**src/rtl/core/tvfm_pkg.sv**
```systemverilog
package tvfm_pkg;

    localparam int FRAC_BITS      = 16;
    localparam int POW_ITERATIONS = 16;

    localparam int FIELD_W    = 18;
    localparam int DENS_W     = 32;
    localparam int EXP_W      = 19;
    localparam int LEAD_W     = $clog2(DENS_W);
    localparam int CFG_IDX_W  = 1;
    localparam int CFG_DATA_W = 32;

    localparam logic [CFG_IDX_W-1:0] CFG_DENSITY_THRESHOLD     = 1'd0;
    localparam logic [CFG_IDX_W-1:0] CFG_INVERSE_ROOT_EXPONENT = 1'd1;

    localparam logic [DENS_W-1:0] THRESHOLD_RESET = 32'd19661;
    localparam logic [EXP_W-1:0]  EXPONENT_RESET  = 19'd65536;

    localparam int ONE_Q       = 1 << FRAC_BITS;
    localparam int EPS_SMALL   = (ONE_Q + 5000) / 10000;
    localparam int EPS_TINY    = (ONE_Q + 50000) / 100000;
    localparam int CORRUPT_LIM = (ONE_Q + 50) / 100;
    localparam int SAT_HI      = (2 * ONE_Q > (1 << FIELD_W) - 1) ? (1 << FIELD_W) - 1 : 2 * ONE_Q;

    // log/exp datapath
    localparam int LOG_W      = POW_ITERATIONS + 7;
    localparam int PROD_W     = LOG_W + EXP_W + 1;
    localparam int EXP_SHIFT  = POW_ITERATIONS + FRAC_BITS;
    localparam int N_W        = PROD_W - EXP_SHIFT;
    localparam int AMT_OFFSET = 31 - FRAC_BITS;
    localparam int POW_STAGES = 2 * POW_ITERATIONS + 3;

    // mixing datapath
    localparam int QUOT_W     = FRAC_BITS + 1;
    localparam int V_W        = FIELD_W + 2;
    localparam int S_W        = V_W + 1;
    localparam int BR_W       = V_W + 2;
    localparam int FOLD_W     = FIELD_W + QUOT_W;
    localparam int MIX_STAGES = 2 * QUOT_W + 5;

    localparam int QUEUE_DEPTH = 4;
    localparam int QPTR_W      = $clog2(QUEUE_DEPTH);
    localparam int QCNT_W      = QPTR_W + 1;

    typedef struct packed {
        logic [DENS_W-1:0]  track_density;
        logic [FIELD_W-1:0] white_fraction;
        logic [FIELD_W-1:0] gray_fraction;
        logic [FIELD_W-1:0] deep_gray_fraction;
        logic [FIELD_W-1:0] fluid_fraction;
    } in_req_t;

    typedef struct packed {
        logic [FIELD_W-1:0] intra_axonal_out;
        logic [FIELD_W-1:0] extra_axonal_out;
        logic [FIELD_W-1:0] gray_out;
        logic [FIELD_W-1:0] fluid_out;
        logic               corrupt_flag;
    } out_res_t;

    typedef struct packed {
        logic [FIELD_W-1:0] wm;
        logic [FIELD_W-1:0] gm;
        logic [FIELD_W-1:0] dgm;
        logic [FIELD_W-1:0] csf;
    } tissue_t;

    typedef struct packed {
        tissue_t            tissue;
        logic [DENS_W-1:0]  mant;
        logic [LEAD_W-1:0]  lead;
        logic [EXP_W-1:0]   expo;
        logic               exp_zero;
        logic               dens_zero;
    } cls_req_t;

    typedef struct packed {
        tissue_t           tissue;
        logic [DENS_W-1:0] power;
    } pow_res_t;

    function automatic logic [63:0] isqrt64(input logic [63:0] n_in);
        logic [63:0] n;
        logic [63:0] res;
        logic [63:0] bit_v;
        n     = n_in;
        res   = '0;
        bit_v = 64'd1 << 62;
        while (bit_v > n) bit_v = bit_v >> 2;
        while (bit_v != 0) begin
            if (n >= res + bit_v) begin
                n   = n - (res + bit_v);
                res = (res >> 1) + bit_v;
            end else begin
                res = res >> 1;
            end
            bit_v = bit_v >> 2;
        end
        return res;
    endfunction

    // floor(2^(2^-(idx+1)) * 2^31) by repeated square roots
    function automatic logic [31:0] root_const(input int idx);
        logic [63:0] r;
        r = isqrt64(64'd1 << 63);
        for (int k = 1; k <= idx; k++) r = isqrt64(r << 31);
        return r[31:0];
    endfunction

endpackage

```
**src/rtl/core/tvfm_queue.sv**
```systemverilog
module tvfm_queue import tvfm_pkg::*; (
    input  logic     aclk,
    input  logic     aresetn,
    input  cls_req_t in_data,
    input  logic     in_valid,
    output logic     in_ready,
    output cls_req_t out_data,
    output logic     out_valid,
    input  logic     out_ready
);

    cls_req_t          mem_reg [QUEUE_DEPTH];
    logic [QPTR_W-1:0] wr_ptr_reg;
    logic [QPTR_W-1:0] rd_ptr_reg;
    logic [QCNT_W-1:0] count_reg;
    logic              do_wr;
    logic              do_rd;

    assign in_ready  = (count_reg != QCNT_W'(QUEUE_DEPTH));
    assign out_valid = (count_reg != '0);
    assign out_data  = mem_reg[rd_ptr_reg];
    assign do_wr     = in_valid && in_ready;
    assign do_rd     = out_valid && out_ready;

    always_ff @(posedge aclk) begin
        if (!aresetn) begin
            wr_ptr_reg <= '0;
            rd_ptr_reg <= '0;
            count_reg  <= '0;
        end else begin
            if (do_wr) wr_ptr_reg <= wr_ptr_reg + 1'b1;
            if (do_rd) rd_ptr_reg <= rd_ptr_reg + 1'b1;
            if (do_wr && !do_rd) count_reg <= count_reg + 1'b1;
            else if (do_rd && !do_wr) count_reg <= count_reg - 1'b1;
        end
    end

    always_ff @(posedge aclk) begin
        if (do_wr) mem_reg[wr_ptr_reg] <= in_data;
    end

endmodule

```
**config.mk**
```make
export PLATFORM = sky130hd
export DESIGN_NAME = tvfm_queue
export DESIGN_NICKNAME = d
export VERILOG_FILES = /design/src/rtl/core/tvfm_pkg.sv /design/src/rtl/core/tvfm_queue.sv
export SDC_FILE = /design/constraint.sdc
export NUM_CORES = 1
export LEC_CHECK = 0
export ABC_CLOCK_PERIOD_IN_PS = 5300
export BUFFER_PORTS_ARGS = -buffer_cell sky130_fd_sc_hd__buf_2
export CORE_MARGIN = 5
export CORE_UTILIZATION = 57
export CTS_BUF_LIST = sky130_fd_sc_hd__clkbuf_16
export CTS_CLUSTER_SIZE = 28
export DETAILED_ROUTE_END_ITERATION = 12
export PLACE_DENSITY = 0.79
export SLEW_MARGIN = 5
export SYNTH_ARGS = -nofsm -noshare
export SYNTH_HDL_FRONTEND = slang
export SYNTH_SLANG_ARGS = --single-unit
```
**constraint.sdc**
```tcl
create_clock -name aclk -period 5.3 [get_ports aclk]
set_input_delay 0.53 -clock aclk [delete_from_list [all_inputs] [get_ports aclk]]
set_output_delay 0.53 -clock aclk [all_outputs]
set_load 0.02 [all_outputs]
```
== After elaboration in Yosys (flattened, before gate mapping) ==
Memories as Yosys holds them, arrays and structs flattened. A register that Yosys moved wholly into a read port is not among the register bits.
Cells that the tools add are included.
Widths: inputs -> output; s select.

* Latch bits: 0
* Word-level logic and storage cells: 23
* ROM bits: 0
* Memory bits (writable): 520
* Output and inout port bits: 132
* Input port bits: 134
* Memories: 1
* Register bits: 7

* Magnitude comparators: 0
* Add/subtract/negate cells: 4
* Bitwise logic cells: 0
* Mux-type cells: 6
* $mul: 0
* Reductions and logical operators: 8
* Divide/modulo/power cells: 0
* Equal/unequal tests: 1
* Shift-type cells: 0

{| class="wikitable"
|+ Memory list
! memory !! depth !! width !! rd ports !! clocked after memory_dff !! wr ports !! line !! text
|-
| mem_reg || 4 || 130 || 1 || 1 || 1 || tvfm_queue.sv:12 || <nowiki>cls_req_t mem_reg [QUEUE_DEPTH];</nowiki>
|}

{| class="wikitable"
|+ Operators with widths
! kind !! number
|-
| $mux 3 || 2
|-
| $add 2x1->2 const B || 2
|-
| $logic_and 1x1->1 || 4
|-
| $mux 2 || 2
|-
| $add 3x1->3 const B || 1
|-
| $ne 3x3->1 const B || 1
|-
| $reduce_bool 3->1 || 1
|-
| $sub 3x1->3 const B || 1
|-
| $logic_not 1->1 || 2
|-
| $mux 1 || 2
|-
| $reduce_bool 2->1 || 1
|}

== Depth between registers and ports, before layout ==
* Depth in word-level cells: 6
* Depth in mapped cells: 8
* Gate-level depth less buffers: 8

== Worst setup path before layout ==
OpenSTA, ideal clock, no wires.

* Path kind: input port to flip-flop
* Start: input port in_valid
* End: memory mem_reg[0][0] in the netlist's numbering, enable pin
* Required time: 4795 ps
* Setup time: 505 ps
* Buffers on the path: 0
* Setup slack: 959 ps
* Cell stages on the path: 2
* Data arrival time: 3837 ps
* Cell sequence: a21boi_2 > and2_1

* Cells in the longest elaborated chain, start to end: 3

{| class="wikitable"
|+ Ends and longest elaborated chain
! what !! line !! text
|-
| start, declared || tvfm_queue.sv:5 || <nowiki>input logic in_valid,</nowiki>
|-
| $logic_and 1x1->1 || tvfm_queue.sv:22 || <nowiki>assign do_wr = in_valid && in_ready;</nowiki>
|-
| $mux 1 || tvfm_queue.sv:39 || <nowiki>if (do_wr) mem_reg[wr_ptr_reg] <= in_data;</nowiki>
|-
| $mux 1 (not written as such) || tvfm_queue.sv:39 ||
|-
| end, declared || tvfm_queue.sv:12 ||
|}

No other way between the ends.

==> impl_metrics.ini <==
[outcome]
status = finished, final reports clean

[floorplan]
core_area_sq_um = 33530
initial_core_util = 0.5766
fp.dieH_um = 194.2
die_area_sq_um = 37710
die_w_um = 194.2
num_rows = 67
io_pins = 266

[critical_path]
path_delay_family = flip-flops
max_stage_delay_ns = 0.87
worstSetupEndpointType = primary output
critical_path_buf_inv_count = 2
cp_cell_sequence = buf_12, mux4_2, buf_2
worstSetupPathType = flip-flop to primary output
critPathRequiredTime_ns = 4.77
worstPathMaxFanout = 52
critPathArrivalTime_ns = 2.71
cpMaxStageDelayCell = dfxtp_4
cp-start-kind = flip-flop

[timing]
rsz0062_at_grt = false
max-slew-margin-rel = 0.3546
final.setup.worst_slack_ns = 2.064
finClkSkew_ns = 0.02795
timing.hold.ws_ns = 0.1859
layout_min_cycle_time_ns = 3.236
finalCritPeriodShare = 0.6106
finalHoldViolCount = 0
tightest_slew_ns = 0.9681
maxSlewViolCount = 0
tns_ns = 0
setup_viol = 0
clock.fmax_mhz = 309.0

[clock_tree]
cts-resized-gates = 0
clk_path_buf_depth = 3
htreeDepth = 2
clk_pin_slew_ns = 0.07
cts_tree = yes
cts_sinks = 529
numCtsBuffers = 51
insertion_delay_ns = 0.55
hold_buffers = 0
clock_tree.root_cell = clkbuf_16
post_cts_buffers = 0

[global_routing]
grt_max_degree = 85
grt_pass1_wl_um = 55980
grtUsageTotal = 0.1931
grt_antenna_before_repair = 11
gr-total-overflow = 0
grt_pass1_vias = 9326

[pwr]
power_density_nw_per_um2 = 512.1
p_leak_nw = 7.643
power_mw = 11.65
vdd_ir_drop_max_mv = 0.4159

[routing]
vias_per_cell = 5.695
drt-met1-wl_um = 13850
drcViolationCount = 0
vias = 8651
wire_per_inst_um = 24.22
top_layer = met5
routed-wl-met3_um = 3326
drtIter0Drc = 532
dr.pass1.iters = 4
finalWirelength_um = 36800
route.met2.wl_um = 18650
ant_nets = 0

[synth]
yosysMostFrequentCell = edfxtp_1
yosysUniqueCellTypes = 25
synthTopCellsByCount = edfxtp_1 (520), mux4_2 (130), buf_12 (11)
synth_top_area_frac = 0.8076
synth_area_leaders = edfxtp_1 (81%), mux4_2 (15%), buf_12 (1.1%)
syn_inst = 727
yosys_warnings = 0
ys_seq_area_frac = 0.8169
ys_ff_latch = 529
ys.flop_type = edfxtp_1
synth-async-reset-ratio = 0
synth_area_sq_um = 19340
syn_nets = 867
syn_area_per_cell_sq_um = 26.60
synth_top_area_cell = edfxtp_1
synth_edf_count = 520

[hold_path]
hold_path.class = input pin to flip-flop

[placement]
dpl-instance-area_sq_um = 21060
dp_hpwl_um = 21770
dp.cells = 1419
port_buffers = 265
place.gp.congestion = 0.6988
pre_cts_slack_ns = 2.457

[cells_and_area]
drive_above_1_share = 0.4498
largest_reg_flops = 520
final_util = 0.6785
design_area_sq_um = 22750
fin_cells = 1519
area_growth_pct = 17.66
fin_nets = 1164

[run]
drv.max_cap_violation_count = 0
[kinds of logic after synthesis]
kind of cell,count (synthesis),synth area share
compound gates,5,0.002071
xor+xnor,4,0.001812
fa+ha+maj,6,0.004271
buf+inv,33,0.01728
flops,529,0.8169
mux,133,0.1530
simple gates,17,0.004724
[layout make-up]
cell class / count / area [sq um]
Antenna cell: 6 / 15.01
Tap cell: 448 / 560.5
Multi-Input combinational cell: 165 / 3217
Clock inverter: 42 / 374.1
Fill cell: 2082 / 10780
Clock buffer: 52 / 1301
Inverter: 3 / 11.26
Sequential cell: 529 / 15800
Timing Repair Buffer: 274 / 1469
[power by group]
group	switching (mW)	internal [mW]
registers	0.221	5.08
clock network	1.45	2.12
logic	1.59	1.18
[metal layers]
metal	global-route usage	vias up
met5	0	-
met4	0.05026	16
met3	0.06342	76
met1	0.2575	4493
li1	-	3756
met2	0.3147	310
[final timing paths]
check	depth (start not counted)	from	slack, ns	end
setup / recovery	3	flip-flop	2.06	out_data[63]
hold / removal	1	in_data[46]	0.19	mem_reg[2][46]$_DFFE_PP_
setup reg to reg	4	count_reg[0]$_SDFFE_PN0P_	2.55	mem_reg[2][28]$_DFFE_PP_
hold reg to reg	2	wr_ptr_reg[1]$_SDFFE_PN0P_	0.53	wr_ptr_reg[1]$_SDFFE_PN0P_
[layout by cell type (no fill, tap or decap), drive strengths merged, types with 2 or more instances in the layout]
cell type	netlist	routed
or3	2	2
bufinv	0	7
clkbuf	2	52
ha	5	5
diode	0	6
dfxtp	9	9
buf	28	274
nand2	5	5
mux2i	3	3
a21boi	2	2
clkinv	0	17
inv	3	20
edfxtp	520	520
xnor2	3	3
mux4	130	130
and2	8	8
Power figures use the tool's default switching activity.
