$ cat config.mk
export PLATFORM = sky130hd
export DESIGN_NAME = tvfm_front
export DESIGN_NICKNAME = d
export VERILOG_FILES = /design/src/rtl/core/tvfm_pkg.sv /design/src/rtl/core/tvfm_front.sv
export SDC_FILE = /design/constraint.sdc
export NUM_CORES = 1
export LEC_CHECK = 0
export BUFFER_PORTS_ARGS = -buffer_cell sky130_fd_sc_hd__buf_2
export CAP_MARGIN = 15
export CORE_ASPECT_RATIO = 0.9
export CORE_MARGIN = 2
export CORE_UTILIZATION = 32
export CTS_BUF_LIST = sky130_fd_sc_hd__clkbuf_4
export CTS_CLUSTER_DIAMETER = 200
export DETAILED_ROUTE_END_ITERATION = 10
export PLACE_DENSITY = 0.61
export SETUP_SLACK_MARGIN = 0.3
export SYNTH_ARGS = -nofsm -noshare
export SYNTH_HDL_FRONTEND = slang
export SYNTH_SLANG_ARGS = --single-unit
export TNS_END_PERCENT = 20
$ cat constraint.sdc
create_clock -name aclk -period 5.3 [get_ports aclk]
set_input_delay 1.06 -clock aclk [delete_from_list [all_inputs] [get_ports aclk]]
set_output_delay 1.06 -clock aclk [all_outputs]
set_load 0.02 [all_outputs]
$ cat src/rtl/core/tvfm_pkg.sv
package tvfm_pkg;

    localparam int FRAC_BITS      = 16;
    localparam int POW_ITERATIONS = 16;

    localparam int FIELD_W    = 18;
    localparam int DENS_W     = 32;
    localparam int EXP_W      = 19;
    localparam int LEAD_W     = $clog2(DENS_W);
    localparam int CFG_IDX_W  = 1;
    localparam int CFG_DATA_W = 32;

    localparam logic [CFG_IDX_W-1:0] CFG_DENSITY_THRESHOLD     = 1'd0;
    localparam logic [CFG_IDX_W-1:0] CFG_INVERSE_ROOT_EXPONENT = 1'd1;

    localparam logic [DENS_W-1:0] THRESHOLD_RESET = 32'd19661;
    localparam logic [EXP_W-1:0]  EXPONENT_RESET  = 19'd65536;

    localparam int ONE_Q       = 1 << FRAC_BITS;
    localparam int EPS_SMALL   = (ONE_Q + 5000) / 10000;
    localparam int EPS_TINY    = (ONE_Q + 50000) / 100000;
    localparam int CORRUPT_LIM = (ONE_Q + 50) / 100;
    localparam int SAT_HI      = (2 * ONE_Q > (1 << FIELD_W) - 1) ? (1 << FIELD_W) - 1 : 2 * ONE_Q;

    // log/exp datapath
    localparam int LOG_W      = POW_ITERATIONS + 7;
    localparam int PROD_W     = LOG_W + EXP_W + 1;
    localparam int EXP_SHIFT  = POW_ITERATIONS + FRAC_BITS;
    localparam int N_W        = PROD_W - EXP_SHIFT;
    localparam int AMT_OFFSET = 31 - FRAC_BITS;
    localparam int POW_STAGES = 2 * POW_ITERATIONS + 3;

    // mixing datapath
    localparam int QUOT_W     = FRAC_BITS + 1;
    localparam int V_W        = FIELD_W + 2;
    localparam int S_W        = V_W + 1;
    localparam int BR_W       = V_W + 2;
    localparam int FOLD_W     = FIELD_W + QUOT_W;
    localparam int MIX_STAGES = 2 * QUOT_W + 5;

    localparam int QUEUE_DEPTH = 4;
    localparam int QPTR_W      = $clog2(QUEUE_DEPTH);
    localparam int QCNT_W      = QPTR_W + 1;

    typedef struct packed {
        logic [DENS_W-1:0]  track_density;
        logic [FIELD_W-1:0] white_fraction;
        logic [FIELD_W-1:0] gray_fraction;
        logic [FIELD_W-1:0] deep_gray_fraction;
        logic [FIELD_W-1:0] fluid_fraction;
    } in_req_t;

    typedef struct packed {
        logic [FIELD_W-1:0] intra_axonal_out;
        logic [FIELD_W-1:0] extra_axonal_out;
        logic [FIELD_W-1:0] gray_out;
        logic [FIELD_W-1:0] fluid_out;
        logic               corrupt_flag;
    } out_res_t;

    typedef struct packed {
        logic [FIELD_W-1:0] wm;
        logic [FIELD_W-1:0] gm;
        logic [FIELD_W-1:0] dgm;
        logic [FIELD_W-1:0] csf;
    } tissue_t;

    typedef struct packed {
        tissue_t            tissue;
        logic [DENS_W-1:0]  mant;
        logic [LEAD_W-1:0]  lead;
        logic [EXP_W-1:0]   expo;
        logic               exp_zero;
        logic               dens_zero;
    } cls_req_t;

    typedef struct packed {
        tissue_t           tissue;
        logic [DENS_W-1:0] power;
    } pow_res_t;

    function automatic logic [63:0] isqrt64(input logic [63:0] n_in);
        logic [63:0] n;
        logic [63:0] res;
        logic [63:0] bit_v;
        n     = n_in;
        res   = '0;
        bit_v = 64'd1 << 62;
        while (bit_v > n) bit_v = bit_v >> 2;
        while (bit_v != 0) begin
            if (n >= res + bit_v) begin
                n   = n - (res + bit_v);
                res = (res >> 1) + bit_v;
            end else begin
                res = res >> 1;
            end
            bit_v = bit_v >> 2;
        end
        return res;
    endfunction

    // floor(2^(2^-(idx+1)) * 2^31) by repeated square roots
    function automatic logic [31:0] root_const(input int idx);
        logic [63:0] r;
        r = isqrt64(64'd1 << 63);
        for (int k = 1; k <= idx; k++) r = isqrt64(r << 31);
        return r[31:0];
    endfunction

endpackage

$ cat src/rtl/core/tvfm_front.sv
module tvfm_front import tvfm_pkg::*; (
    input  logic             aclk,
    input  logic             aresetn,
    input  in_req_t          s_data,
    input  logic             s_valid,
    output logic             s_ready,
    input  logic [EXP_W-1:0] exponent,
    output cls_req_t         cls_data,
    output logic             cls_valid,
    input  logic             cls_ready
);

    cls_req_t cls_reg;
    cls_req_t cls_next;
    logic     cls_valid_reg;
    logic [LEAD_W-1:0] lead;

    assign s_ready   = !cls_valid_reg || cls_ready;
    assign cls_data  = cls_reg;
    assign cls_valid = cls_valid_reg;

    // leading-one position, highest set bit wins
    always_comb begin
        lead = '0;
        for (int k = 0; k < DENS_W; k++) begin
            if (s_data.track_density[k]) lead = LEAD_W'(k);
        end
    end

    always_comb begin
        cls_next.tissue.wm  = s_data.white_fraction;
        cls_next.tissue.gm  = s_data.gray_fraction;
        cls_next.tissue.dgm = s_data.deep_gray_fraction;
        cls_next.tissue.csf = s_data.fluid_fraction;
        cls_next.mant       = s_data.track_density << (LEAD_W'(DENS_W - 1) - lead);
        cls_next.lead       = lead;
        cls_next.expo       = exponent;
        cls_next.exp_zero   = (exponent == '0);
        cls_next.dens_zero  = (s_data.track_density == '0);
    end

    always_ff @(posedge aclk) begin
        if (!aresetn) begin
            cls_valid_reg <= 1'b0;
        end else if (s_ready) begin
            cls_valid_reg <= s_valid;
        end
    end

    always_ff @(posedge aclk) begin
        if (s_valid && s_ready) begin
            cls_reg <= cls_next;
        end
    end

endmodule

[Word level (Yosys, flattened, before mapping)]
Index checks and enable logic that the tools add are counted.
Storage, ports and cells
  flip-flop bits (word level): 131
  output and inout port bits: 132
Operators by class
  $add $sub $neg: 1
  shift operators: 1
  multiplexer cells: 31
  reductions and logical operators: 5
Operators by type and width (number)
  2-to-1 mux 5 bit: 30
  zero test 32 bit: 1
  left shift 32 x 5 -> 32 bit: 1
  zero test 19 bit: 1
  subtractor 5 bit (first input constant): 1
  logical AND 1 bit: 1
  zero test 1 bit: 1
  logical OR 1 bit: 1
  2-to-1 mux 1 bit: 1

[Logic depth before layout (Yosys ltp)]
Gate-level depths: netlist of the first run.
  word-level depth: 33
  gate-level depth with buffers: 12
  gate-level depth less buffers: 9

[Least setup slack after synthesis of the first run]
Ideal clock, no wire load.
  path kind: input to register
  from: input cls_ready
  to: register cls_reg, in the netlist cls_data[0] (enable)
  arrival: 4341 ps
  slack: 454 ps
  stages on the path: 2
  path buffers: 0
  path through: nand2b_1 -> and2_1
Between the ends
  cells in the longest elaborated chain, start to end: 2
Ends and longest elaborated chain
  from (decl): line tvfm_front.sv:10  | input logic cls_ready
  logical OR 1 bit: line tvfm_front.sv:18  | assign s_ready = !cls_valid_reg || cls_ready;
  logical AND 1 bit: line tvfm_front.sv:51  | if (s_valid && s_ready) begin
  to (signal assigned): line tvfm_front.sv:52  | cls_reg <= cls_next;
  to (decl): line tvfm_front.sv:13  | cls_req_t cls_reg;
Every way passes these cells.
A chain may end at the register's enable or synchronous reset.

==> summary.json, run 1 <==
{
  "run_status": {
    "result_of_the_run": "completed"
  },
  "clock_network": {
    "ctsHoldBuffers": 0,
    "cts.repair.resized": 0,
    "clock_tree.root_cell": "sky130_fd_sc_hd__clkbuf_4",
    "clock_tree_from_tritoncts": "yes",
    "cts_setup_buffers": 0,
    "cts_num_sinks": 131,
    "clock_insertion_delay_worst_skew_ns": 0.51,
    "ctsLongestPathBuffers": 2,
    "clk_transition_reported_paths_ns": 0.13,
    "numCtsBuffers": 17,
    "cts.htree.levels": 4
  },
  "drt": {
    "wl_per_cell_um": 19.83,
    "detailedRoute.firstIterationViolations": 321,
    "wirelength_um": 18880,
    "post-route-drc-count": 0,
    "routed_via_density": 5.106,
    "num_vias": 4861,
    "firstDrtPassIters": 5,
    "ant_nets": 0
  },
  "floorplan": {
    "core.rowCount": 47,
    "io-pin-count": 259,
    "dieArea_sq_mm": 0.01967,
    "fp.coreArea_sq_mm": 0.01829,
    "overall_die_width_um": 147.6,
    "y_dimension_of_the_die_um": 133.2,
    "effective_utilization_at_floorplan": 0.3248
  },
  "timing": {
    "timing.final.max_slew_violations": 0,
    "setup-violations-final": 0,
    "grt_setup_unrepaired": "false",
    "max_freq_mhz": 250.0,
    "slew_headroom": 0.4196,
    "finalHoldViolCount": 0,
    "finalSetupTns_ns": 0,
    "timing.clock.skew_ns": 0.01906,
    "min_period_over_period": 0.7547,
    "final_period_minus_worst_setup_slack_ns": 4.000,
    "worst_slew_pin_slew_ns": 0.8486
  },
  "finish": {
    "largest_register_ff_count": 130,
    "final.fill_count": 1739,
    "num-nets-final": 817,
    "drive_above_1_share": 0.4424,
    "area_growth_pct": 31.51,
    "instances_no_fill": 952,
    "postLayoutCoreUtil": 0.4271,
    "stdcell_area_sq_mm": 0.007811
  },
  "placed_design": {
    "gp_routability_congestion": 0.9340,
    "placed_cells": 916,
    "place_area_sq_mm": 0.007502,
    "io_buffers": 258,
    "place_hpwl_um": 14820
  },
  "grt": {
    "first_global_vias": 4760,
    "globalRouteOverflowTotal": 0,
    "globalRouteTotalUtil": 0.1887,
    "grt_antenna_before_repair": 4,
    "wire_length_of_the_first_global_routing_pass_um": 27840,
    "maximum_number_of_pins_on_one_net_before_global_route_repair": 73
  },
  "power_and_ir_drop": {
    "switching_share": 0.2956,
    "vdd_ir_drop_max_v": 0.0001436,
    "static-leakage-power_nw": 3.240,
    "p_int_mw": 1.674,
    "power_frac_clock": 0.297,
    "netSwitchingPower_mw": 0.7024,
    "power_frac_seq": 0.523,
    "power_density_mw_per_mm2": 304.2,
    "combinational_cell_fraction_of_total_power": 0.181
  },
  "logic_synthesis": {
    "yosys_register_bits": 131,
    "yosys.cell_count.top_type": "sky130_fd_sc_hd__edfxtp_1",
    "ys_async_sr_fraction": 0,
    "synth.top_cells.by_count": "130 x sky130_fd_sc_hd__edfxtp_1, 43 x sky130_fd_sc_hd__mux2i_1, 37 x sky130_fd_sc_hd__nor2_1",
    "yosysUniqueCellTypes": 53,
    "postSynthNetCount": 551,
    "synthesis.yosys.warnings": 0,
    "synth_area_per_cell_sq_um": 14.01,
    "synthTopCellsByArea": "sky130_fd_sc_hd__edfxtp_1 66%, sky130_fd_sc_hd__mux2i_1 7.2%, sky130_fd_sc_hd__a211oi_1 2.4%, sky130_fd_sc_hd__nor2_1 2.3%, sky130_fd_sc_hd__mux4_2 2.3%",
    "postSynthCellCount": 424,
    "synth_enable_flop_cells": 130,
    "synth_area_sq_mm": 0.005939,
    "synth-seq-area-share": 0.6606,
    "biggest_area_consumer_among_synthesized_cells": "sky130_fd_sc_hd__edfxtp_1",
    "synth_top_area_share": 0.6573,
    "synth_top_flop_cell": "sky130_fd_sc_hd__edfxtp_1"
  },
  "setup_path": {
    "crit_path_end_kind": "flop",
    "worst-endpoint-required_ns": 5.55,
    "worst-setup-path-type": "in2reg",
    "critPathMaxFanout": 22,
    "setup.worst_path.start_class": "input port",
    "timing.reg2reg.setup_slack_ns": 3.37,
    "critical_path_arrival_ns": 4.25
  },
  "job": {
    "cap_viol_max_count": 0
  },
  "hold_path": {
    "worst_hold_path_type": "reg2reg"
  }
}
## cell type report
type | instances | area (sq um) | area share
multi-input cells | 261 | 1862 | 0.2383
repair buffers | 264 | 1349 | 0.1727
diodes | 4 | 10.01 | 0.001281
inverters | 15 | 61.31 | 0.007849
flip-flops and latches | 131 | 3924 | 0.5023
clock inverters | 14 | 163.9 | 0.02098
well taps | 245 | 306.5 | 0.03924
clock buffers | 18 | 135.1 | 0.01730
## layer usage
layer / share of wire / GRT usage / vias to the layer above / wire length [um]
met3: 0.077 / 0.05205 / 24 / 1461
met4: 0.022 / 0.06944 / 0 / 412
met1: 0.39 / 0.2259 / 2383 / 7282
met2: 0.52 / 0.3258 / 237 / 9723
met5: 0 / 0 / - / 0
li1: - / - / 2217 / -
## cells in the final DEF (no fill, tap or decap), types with 7 or more instances in the layout
cell type | synthesis | layout
sky130_fd_sc_hd__a211oi_1 | 19 | 19
sky130_fd_sc_hd__and2_1 | 11 | 10
sky130_fd_sc_hd__buf_2 | 3 | 258
sky130_fd_sc_hd__a21oi_1 | 16 | 16
sky130_fd_sc_hd__mux2i_1 | 43 | 43
sky130_fd_sc_hd__nand2b_1 | 7 | 7
sky130_fd_sc_hd__o21ai_0 | 7 | 7
sky130_fd_sc_hd__clkbuf_4 | 0 | 18
sky130_fd_sc_hd__inv_6 | 0 | 7
sky130_fd_sc_hd__inv_1 | 12 | 12
sky130_fd_sc_hd__edfxtp_1 | 130 | 130
sky130_fd_sc_hd__nand2_1 | 25 | 25
sky130_fd_sc_hd__nor4_1 | 10 | 10
sky130_fd_sc_hd__nor2_1 | 37 | 37
## power groups by stage
stage,Combinational (mW),Sequential (mW),Clock [mW]
floorplan,0.162,1.36,0
global placement,0.424,1.27,0
detailed placement,0.428,1.27,0
CTS,0.429,1.24,0.722
global route,0.462,1.25,0.774
finish,0.429,1.24,0.705
## logic make-up (layout without fill, tap and decap cells)
kind of cell,after synthesis,count (layout),synth area share
AOI/OAI and AO/OA,97,97,0.1167
buffers and inverters,32,311,0.02633
DFF,131,131,0.6606
muxes,56,56,0.1085
other,0,4,0
and+or+nand+nor,108,108,0.08784
## metrics by stage
step	power [mW]	setup WS [ns]	hold WS, ns
after global placement	1.691	0.9397	0.5063
after CTS	2.395	1.394	0.5527
after global routing	2.483	1.106	0.5797
after detailed placement	1.695	0.8302	0.5353
final	2.376	1.300	0.5538
after floorplan	1.520	0.4544	0.7496
## final timing paths
kind	startpoint	to	depth (start not counted)
min reg2reg	cls_valid	cls_valid	2
max	s_data[99]	cls_data[52]	9
max reg2reg	cls_valid	cls_data[72]	3
min	cls_valid	cls_valid	2
## worst max-delay path, stage by stage
cell,delay [ns]
sky130_fd_sc_hd__buf_2,0.13
sky130_fd_sc_hd__or3_1,0.41
sky130_fd_sc_hd__nor4_2,0.44
sky130_fd_sc_hd__a211o_1,0.70
sky130_fd_sc_hd__clkinv_4,0.37
sky130_fd_sc_hd__mux2_1,0.42
sky130_fd_sc_hd__mux2_2,0.27
sky130_fd_sc_hd__mux2i_1,0.29
sky130_fd_sc_hd__o221ai_1,0.16
Note: power is estimated with default switching activity, not from simulation.
==> run 2, diff against run 1 <==
Clock period 5.3 ns to 3.8 ns, I/O delays scaled along.
==> run 2 against run 1 <==
Clock-buffer cell count is 1 lower. Global-route usage is 0.24 points higher. Utilization is 0.29 points higher. Non-clock buffer count is 11 higher.
==> summary.json, run 2 (synthesis results as in run 1) <==
{
  "finish": {
    "layout.cells.most_common_list": "258 x sky130_fd_sc_hd__buf_2, 130 x sky130_fd_sc_hd__edfxtp_1, 43 x sky130_fd_sc_hd__mux2i_1",
    "stdcell_area": {"value": 0.007864, "unit": "sq mm", "change": "+0.67%"},
    "num-nets-final": {"value": 828, "change": "+1.3%"},
    "layout.cells.most_common": "sky130_fd_sc_hd__buf_2",
    "instances_no_fill": {"value": 962, "change": "+1.1%"},
    "area_growth_pct": 32.40,
    "largest_register_ff_count": {"value": 130, "change": "unchanged"},
    "drive_above_1_share": {"value": 0.4510, "change": "+0.008591"}
  },
  "setup_path": {
    "crit_path_end_kind": "flop",
    "worst-endpoint-required": {"value": 4.02, "unit": "ns", "change": "-1.53 ns"},
    "max_stage_delay": {"value": 0.41, "unit": "ns", "change": "-0.29 ns"},
    "origin_of_the_critical_flop_to_flop_path": "cls_valid",
    "crit_family": "multiplexers",
    "worstReg2RegEnd": "cls_data[80]",
    "dominant_cell_type_by_count_on_the_critical_path": "sky130_fd_sc_hd__mux2i_1",
    "timing.critical_path.depth": {"value": 9, "change": "unchanged"},
    "r2r_cells": {"value": 3, "change": "unchanged"},
    "crit_path_cell_trace": "buf_2 -> or3_1 -> a211oi_1 -> a211o_1 -> buf_4 -> mux2i_1 -> mux2i_1 -> mux2i_1 -> o22ai_1",
    "critPathSlowestCell": "sky130_fd_sc_hd__or3_1",
    "critical_path_arrival": {"value": 3.44, "unit": "ns", "change": "-0.81 ns"},
    "worst-setup-path-type": "in2reg",
    "worst_setup_path_endpoint": "cls_data[49]",
    "cp.buffers_inverters": {"value": 2, "change": "unchanged"},
    "timing.reg2reg.setup_slack": {"value": 2.20, "unit": "ns", "change": "-1.17 ns"},
    "setup.worst_path.start_class": "input port",
    "critPathMaxFanout": {"value": 7, "change": "-68%"},
    "crit_start": "s_data[99]"
  },
  "floorplan": {
    "y_dimension_of_the_die": {"value": 133.2, "unit": "um", "change": "unchanged"},
    "dieArea": {"value": 0.01967, "unit": "sq mm", "change": "unchanged"},
    "effective_utilization_at_floorplan": {"value": 0.3248, "change": "unchanged"},
    "overall_die_width": {"value": 147.6, "unit": "um", "change": "unchanged"},
    "core.rowCount": {"value": 47, "change": "unchanged"},
    "io-pin-count": {"value": 259, "change": "unchanged"},
    "fp.coreArea": {"value": 0.01829, "unit": "sq mm", "change": "unchanged"}
  },
  "clock_network": {
    "clk_transition_reported_paths": {"value": 0.14, "unit": "ns", "change": "about the same"},
    "cts.htree.levels": {"value": 4, "change": "unchanged"},
    "clock_tree_from_tritoncts": "yes",
    "cts_setup_buffers": {"value": 0, "change": "unchanged"},
    "cts_num_sinks": {"value": 131, "change": "unchanged"},
    "clock_insertion_delay_worst_skew": {"value": 0.51, "unit": "ns", "change": "about the same"},
    "ctsLongestPathBuffers": {"value": 2, "change": "unchanged"},
    "cts.repair.resized": {"value": 0, "change": "unchanged"},
    "ctsHoldBuffers": {"value": 0, "change": "unchanged"},
    "clock_tree.root_cell": "sky130_fd_sc_hd__clkbuf_4",
    "numCtsBuffers": {"value": 17, "change": "unchanged"}
  },
  "placed_design": {
    "place_hpwl": {"value": 15430, "unit": "um", "change": "+4.1%"},
    "place_area": {"value": 0.007585, "unit": "sq mm", "change": "+1.1%"},
    "io_buffers": {"value": 258, "change": "unchanged"},
    "placed_cells": {"value": 927, "change": "+1.2%"},
    "gp_routability_congestion": {"value": 0.8964, "change": "-4.0%"}
  },
  "grt": {
    "maximum_number_of_pins_on_one_net_before_global_route_repair": {"value": 77, "change": "+5.5%"},
    "globalRouteTotalUtil": {"value": 0.1911, "change": "+0.002427"},
    "first_global_vias": {"value": 4804, "change": "+0.92%"},
    "grt_antenna_before_repair": {"value": 3, "change": "-1"},
    "globalRouteOverflowTotal": {"value": 0, "change": "unchanged"},
    "wire_length_of_the_first_global_routing_pass": {"value": 28190, "unit": "um", "change": "+1.2%"}
  },
  "drt": {
    "ant_nets": {"value": 0, "change": "unchanged"},
    "routed_via_density": {"value": 5.046, "change": "-1.2%"},
    "wirelength": {"value": 19210, "unit": "um", "change": "+1.8%"},
    "wl_per_cell": {"value": 19.97, "unit": "um", "change": "+0.70%"},
    "detailedRoute.firstIterationViolations": {"value": 364, "change": "+13%"},
    "post-route-drc-count": {"value": 0, "change": "unchanged"},
    "firstDrtPassIters": {"value": 5, "change": "unchanged"},
    "num_vias": {"value": 4854, "change": "-0.14%"}
  },
  "timing": {
    "slew_headroom": {"value": 0.5487, "change": "+0.1291"},
    "min_period_over_period": 0.8483,
    "timing.clock.skew": {"value": 0.01839, "unit": "ns", "change": "-0.0006675 ns"},
    "final_period_minus_worst_setup_slack_ns": 3.224,
    "timing.final.max_slew_violations": {"value": 0, "change": "unchanged"},
    "max_freq_mhz": 310.2,
    "fin_worst_hold_slack": {"value": 0.4055, "unit": "ns", "change": "-0.1483 ns"},
    "worst_slew_pin_slew": {"value": 0.6707, "unit": "ns", "change": "-0.1779 ns"},
    "setup-violations-final": {"value": 0, "change": "unchanged"},
    "finalSetupTns": {"value": 0, "unit": "ns", "change": "unchanged"},
    "finalHoldViolCount": {"value": 0, "change": "unchanged"},
    "grt_setup_unrepaired": "false"
  },
  "power_and_ir_drop": {
    "vdd_ir_drop_max": {"value": 0.0001633, "unit": "V", "change": "+14%"},
    "post-layout-total-power": {"value": 3.236, "unit": "mW", "change": "+36%"},
    "power_density": {"value": 411.5, "unit": "mW/mm^2", "change": "+35%"},
    "static-leakage-power": {"value": 3.279, "unit": "nW", "change": "+1.2%"}
  },
  "job": {
    "cap_viol_max_count": {"value": 0, "change": "unchanged"}
  },
  "run_status": {
    "result_of_the_run": "completed"
  },
  "hold_path": {
    "worst_hold_path_type": "in2reg"
  }
}
run 2: through the flow:
stage	setup slack (ns)	util
5_1_grt	0.4532	0.4300
4_1_cts	0.6762	0.4296
6_report	0.5763	0.4300
2_1_floorplan	0.6099	-
3_5_place_dp	0.09857	0.4147
3_3_place_gp	0.1289	0.4147
run 2: worst min path at each step:
stage / depth (start not counted) / slack [ns] / to / start
final: 1 / 0.41 / cls_data[87] / s_data[29]
after global routing: 1 / 0.32 / cls_data[106] / s_data[48]
after CTS: 1 / 0.34 / cls_data[87] / s_data[29]
after detailed placement: 2 / 0.52 / cls_valid / cls_valid
after global placement: 2 / 0.51 / cls_valid / cls_valid
after floorplan: 2 / 0.75 / cls_valid / cls_valid
run 2: area by class of cell:
type / count / area [sq um]
clock inverter: 15 / 143.9
inverter: 15 / 61.31
multi-input combinational: 261 / 1862
clock buffer: 17 / 127.6
timing repair buffer: 275 / 1431
sequential: 131 / 3924
fill: 1742 / 10430
tap: 245 / 306.5
antenna: 3 / 7.507
run 2: layer usage:
layer	track usage	vias up	routed length (um)
li1	-	2247	-
met1	0.2353	2339	7507
met2	0.3354	249	9918
met3	0.04315	19	1462
met4	0.05823	0	321
met5	0	-	0
run 2: where the power goes:
part / switching [mW] / total [mW] / internal (mW)
sequential: 0.0240 / 1.73 / 1.71
clock: 0.602 / 0.895 / 0.293
combinational: 0.394 / 0.612 / 0.218
total: 1.02 / 3.24 / 2.22
